--- config.mk ---
export PLATFORM = sky130hd
export DESIGN_NAME = lep_check_core
export DESIGN_NICKNAME = d
export VERILOG_FILES = /design/src/design/lep_pkg.sv /design/src/design/lep_check_core.sv
export SDC_FILE = /design/constraint.sdc
export NUM_CORES = 1
export LEC_CHECK = 0
export BUFFER_PORTS_ARGS = -buffer_cell sky130_fd_sc_hd__buf_4
export CAP_MARGIN = 40
export CORE_MARGIN = 8
export CORE_UTILIZATION = 35
export DETAILED_ROUTE_END_ITERATION = 12
export GPL_ROUTABILITY_DRIVEN = 0
export PLACE_DENSITY = 0.6
export RECOVER_POWER = 25
export SLEW_MARGIN = 20
export SYNTH_ARGS = -nofsm -noshare
export SYNTH_HDL_FRONTEND = slang
export SYNTH_SLANG_ARGS = --single-unit
--- constraint.sdc ---
create_clock -name clk -period 8.9 [get_ports clk]
set_clock_uncertainty 0.1 [all_clocks]
set_input_delay 1.335 -clock clk [delete_from_list [all_inputs] [get_ports clk]]
set_output_delay 1.335 -clock clk [all_outputs]
set_load 0.005 [all_outputs]
--- src/design/lep_pkg.sv ---
`default_nettype none
// ----------------------------------------------------------------------------
// Link echo pattern checker package
// Shared constants, item and result types, and the pattern function.
// ----------------------------------------------------------------------------
package lep_pkg;

  localparam int unsigned COUNT_BITS_DEF = 16;

  localparam logic [31:0] PAT_MULT   = 32'h9E37_79B1;
  localparam logic [31:0] SEND_BASE  = 32'hBE7D_0000;
  localparam logic [15:0] CTRL_ENTER = 16'hBE7C;
  localparam logic [15:0] CTRL_LEAVE = 16'h0000;
  localparam logic [15:0] TAG_RESET  = 16'h600D;
  localparam logic [15:0] HALF_MAX   = 16'hFFFF;

  // Configuration register indexes.
  localparam logic [0:0] REG_ECHO_EN = 1'b0;
  localparam logic [0:0] REG_TAG     = 1'b1;

  typedef struct packed {
    logic [31:0] reply_word;
    logic        first_of_run;
    logic        last_of_run;
  } lep_item_t;

  typedef struct packed {
    logic [31:0] next_send_word;
    logic        word_bad;
    logic [15:0] bad_total;
    logic        run_end;
  } lep_result_t;

  // Only the low 16 bits of the product survive, so a 16 by 32 multiply is enough.
  function automatic logic [15:0] pattern_of(input logic [15:0] idx);
    logic [47:0] prod;
    logic [15:0] p;
    prod = {32'd0, idx} * {16'd0, PAT_MULT};
    p = prod[15:0];
    if (p == CTRL_ENTER) p = p ^ 16'd1;
    if (p == CTRL_LEAVE) p = p ^ 16'd1;
    return p;
  endfunction

endpackage
`default_nettype wire

--- src/design/lep_check_core.sv ---
`default_nettype none
// ----------------------------------------------------------------------------
// Link echo check core
// Holds the exchange state, checks one reply per advance and forms its result.
// ----------------------------------------------------------------------------
module lep_check_core
  import lep_pkg::*;
#(
  parameter int unsigned COUNT_BITS = COUNT_BITS_DEF
) (
  input  wire logic        clk,
  input  wire logic        rst_n,
  input  wire logic        advance,
  input  wire lep_item_t   item,
  input  wire logic        echo_en,
  input  wire logic [15:0] tag_value,
  output lep_result_t      result
);

  localparam logic [COUNT_BITS-1:0] TALLY_MAX = {COUNT_BITS{1'b1}};
  localparam logic [COUNT_BITS-1:0] TALLY_ONE = {{(COUNT_BITS-1){1'b0}}, 1'b1};

  logic [15:0]           idx_r, idx_nxt;
  logic [15:0]           cur_pat_r, cur_pat_nxt;
  logic [15:0]           prev_pat_r;
  logic                  expect_r;
  logic [COUNT_BITS-1:0] tally_r, tally_nxt;

  logic [15:0]           idx;
  logic [15:0]           sent;
  logic                  expect_ok;
  logic [COUNT_BITS-1:0] tally;
  logic                  tag_bad;
  logic                  echo_bad;
  logic                  bad;
  logic [15:0]           shown;

  // The pattern of the current index is kept registered, so only the next
  // index needs a multiply in this cycle.
  always_comb begin
    idx       = item.first_of_run ? 16'd0 : idx_r;
    sent      = item.first_of_run ? pattern_of(16'd0) : cur_pat_r;
    expect_ok = item.first_of_run ? 1'b0 : expect_r;
    tally     = item.first_of_run ? '0 : tally_r;

    tag_bad  = item.reply_word[31:16] != tag_value;
    echo_bad = !tag_bad && echo_en && expect_ok && (item.reply_word[15:0] != prev_pat_r);
    bad      = tag_bad || echo_bad;

    tally_nxt   = (bad && (tally != TALLY_MAX)) ? tally + TALLY_ONE : tally;
    idx_nxt     = idx + 16'd1;
    cur_pat_nxt = pattern_of(idx_nxt);
  end

  generate
    if (COUNT_BITS > 16) begin : g_wide
      assign shown = (|tally_nxt[COUNT_BITS-1:16]) ? HALF_MAX : tally_nxt[15:0];
    end else begin : g_narrow
      assign shown = 16'(tally_nxt);
    end
  endgenerate

  always_comb begin
    result.next_send_word = SEND_BASE | {16'd0, cur_pat_nxt};
    result.word_bad       = bad;
    result.bad_total      = shown;
    result.run_end        = item.last_of_run;
  end

  always_ff @(posedge clk) begin
    if (!rst_n) begin
      idx_r      <= '0;
      cur_pat_r  <= pattern_of(16'd0);
      prev_pat_r <= '0;
      expect_r   <= 1'b0;
      tally_r    <= '0;
    end else if (advance) begin
      idx_r      <= idx_nxt;
      cur_pat_r  <= cur_pat_nxt;
      prev_pat_r <= sent;
      expect_r   <= 1'b1;
      tally_r    <= tally_nxt;
    end
  end

endmodule
`default_nettype wire

==> metrics.cfg <==
[layout]
area_growth_pct=18.5
fin_area_mm2=0.00667
stdcell_count=934
nets=852
fillers=1549
diodes=0
layout-drive-gt1-share_pct=18.2

[global_route]
grt-ovfl-total=0
grt_antenna_before_repair=0
track_usage_pct=13.5
grt_pass1_vias=4349
grt_max_degree=63
grt_first_pass_wirelength_um=22000

[routing]
vias=4369
first_pass_iters=6
viasPerCell=4.68
drtAntennaViolNets=0
drt_iter0_markers=141
routed_wl_um=13300
drc=0
wl_per_cell_um=14.2

[pwr]
vdd.ir_drop.worst_uv=56.8
leakagePower_nw=3.01
power.density_mw_per_mm2=123

[clock_network]
root_buffer=clkbuf_16
clk_pin_slew_ns=0.05
cts_sinks=62
postCtsSetupBuffers=0
clockBufferDepth=2
cts_buffers=9
cts_tree=built
cts_htree_levels=3
worstSkewPairLatency_ns=0.33

[timing]
slew_viol_final=97
tns_ns=0
fmax_ghz=0.117
fin_hold_ws_ns=0.364
grt_setup_unrepaired=no
setup_viol=0
setup_ws_ns=0.347
tightest_slew_ns=2.85
finalCritPeriodShare_pct=96.1
period_needed_ns=8.55
slew_headroom_pct=-89.9
finalHoldViolations=0

[synthesis]
synth.most_common_cell=dfxtp_1
ys_warn_count=0
ys_types=62
synthFlopType=dfxtp_1
synth-edff-count=0
synth_common_cells=dfxtp_1, xnor2_1, ha_1
ys_seq_area_share_pct=22.0
postSynth.asyncResetShare_pct=0
syn_area_mm2=0.00563
synthTopCellsByArea=dfxtp_1, ha_1, fa_1
netlist.top_cell.by_area=dfxtp_1
synth_seq_cells=62
synthCells=636
avgSynthCellArea_um2=8.85
yosysTopAreaCellShare_pct=22.0

[floorplanning]
die_h_um=143
die_area_mm2=0.0204
fp.dieW_um=143
core_mm2=0.0158
placementRows=46
io-pin-count=104
initial_utilization_pct=35.6

[critical_path]
criticalPathCategory=primary input to output port
crit_required_ns=7.47
crit_fanout=3
start_kind=primary input
worstPathArrival_ns=7.12
endpoint_kind=output port

[place]
dp_slack_ns=0.319
port_buffers=85
dp_hpwl_um=10300
post_dp_cell_area_mm2=0.00642
dp_cells=920

[run]
cap_violations=2

[status]
status=finished, violations left
violations=max-capacitance violations, max-slew violations

[hold_path]
hold_path.class=register to register

## area by class of cell
cell class / count / area (µm²) / area share, %
multi-input cells: 490 / 3950 / 59.3
flip-flops and latches: 62 / 1240 / 18.6
repair buffers: 103 / 766 / 11.5
well taps: 216 / 270 / 4.05
clock buffers: 12 / 246 / 3.70
inverters: 49 / 184 / 2.76
clock inverters: 2 / 10.0 / 0.150
## power by group
part	total, mW	internal, mW	switching, mW
registers	0.297	0.290	0.00709
clock network	0.308	0.192	0.117
logic	0.216	0.107	0.109
total	0.822	0.588	0.233
## cells by family after synthesis
logic type / after synthesis / share of synthesized area, %
other: 2 / 0.133
AOI/OAI and AO/OA: 77 / 8.80
DFF: 62 / 22.0
buffers and inverters: 98 / 8.73
muxes: 21 / 3.76
and+or+nand+nor: 211 / 21.1
xor gates and xnor gates: 82 / 13.3
adders and majority gates: 83 / 22.2
## per-stage QoR
| stage | total power, mW | util (%) |
|---|---|---|
| floorplan | 0.439 | - |
| global placement | 0.520 | 40.6 |
| detailed placement | 0.521 | 40.6 |
| CTS | 0.833 | 42.2 |
| global route | 0.866 | 42.1 |
| finish | 0.822 | 42.1 |
## per-layer routing
| metal | vias up | track usage (%) | part of all wire, % |
|---|---|---|---|
| li1 | 2243 | - | - |
| met1 | 2011 | 17.1 | 47 |
| met2 | 105 | 22.0 | 45 |
| met3 | 10 | 3.61 | 7.6 |
| met4 | 0 | 3.86 | 1.0 |
| met5 | - | 0 | 0 |
## worst max-delay path: stages
cell     delay [ns]
buf_4          0.12
nor2b_1        0.15
ha_1           0.24
nand2_1        0.11
nor2_1         0.18
xnor2_1        0.19
nor2_2         0.08
ha_1           0.36
fa_1           0.45
fa_1           0.47
fa_1           0.50
inv_1          0.06
fa_1           0.53
inv_1          0.06
fa_1           0.49
ha_1           0.36
a21o_1         0.20
a31oi_2        0.15
xnor2_1        0.14
xnor3_2        0.48
mux2i_1        0.22
nand2_1        0.07
nand2_1        0.08
buf_4          0.11
## cells in the final DEF, fill, tap and decap left out, types with 7 or more instances in the layout
cell type	Yosys	layout
mux2i_1	20	20
nand2_1	33	33
nor3_1	12	12
nand4_1	15	15
a21oi_1	29	29
xor2_1	20	20
fa_1	28	28
ha_1	55	55
nand3_1	11	11
inv_1	49	49
o21ai_0	10	10
xnor2_1	60	60
or3_1	7	7
clkbuf_16	0	9
conb_1	2	16
buf_4	22	101
dfxtp_1	62	62
nor2b_1	51	51
nor2_1	45	44
## repair_timing
item / 4_1_cts / 5_1_grt
hold buffers: 0 / 0
setup endpoints to repair: 0 / 1
resized for setup: 0 / 1
## sequential cells by signal, summed over array words and instances, names as in the netlist
register and count:
cur_pat_r 13, tally_r 16, prev_pat_r 16, expect_r 1, idx_r 16
## worst paths after layout
path	from	end	slack, ns	cells past startpoint
worst max-delay path	item[1]	result[18]	0.35	24
worst min-delay path	expect_r$_SDFFE_PN0P_	expect_r$_SDFFE_PN0P_	0.36	1
worst max register to register	idx_r[3]$_SDFFE_PN0P_	cur_pat_r[0]$_SDFFE_PN1P_	2.31	19
worst min register to register	expect_r$_SDFFE_PN0P_	expect_r$_SDFFE_PN0P_	0.36	1
No activity file was read; power rests on OpenSTA's default activity.
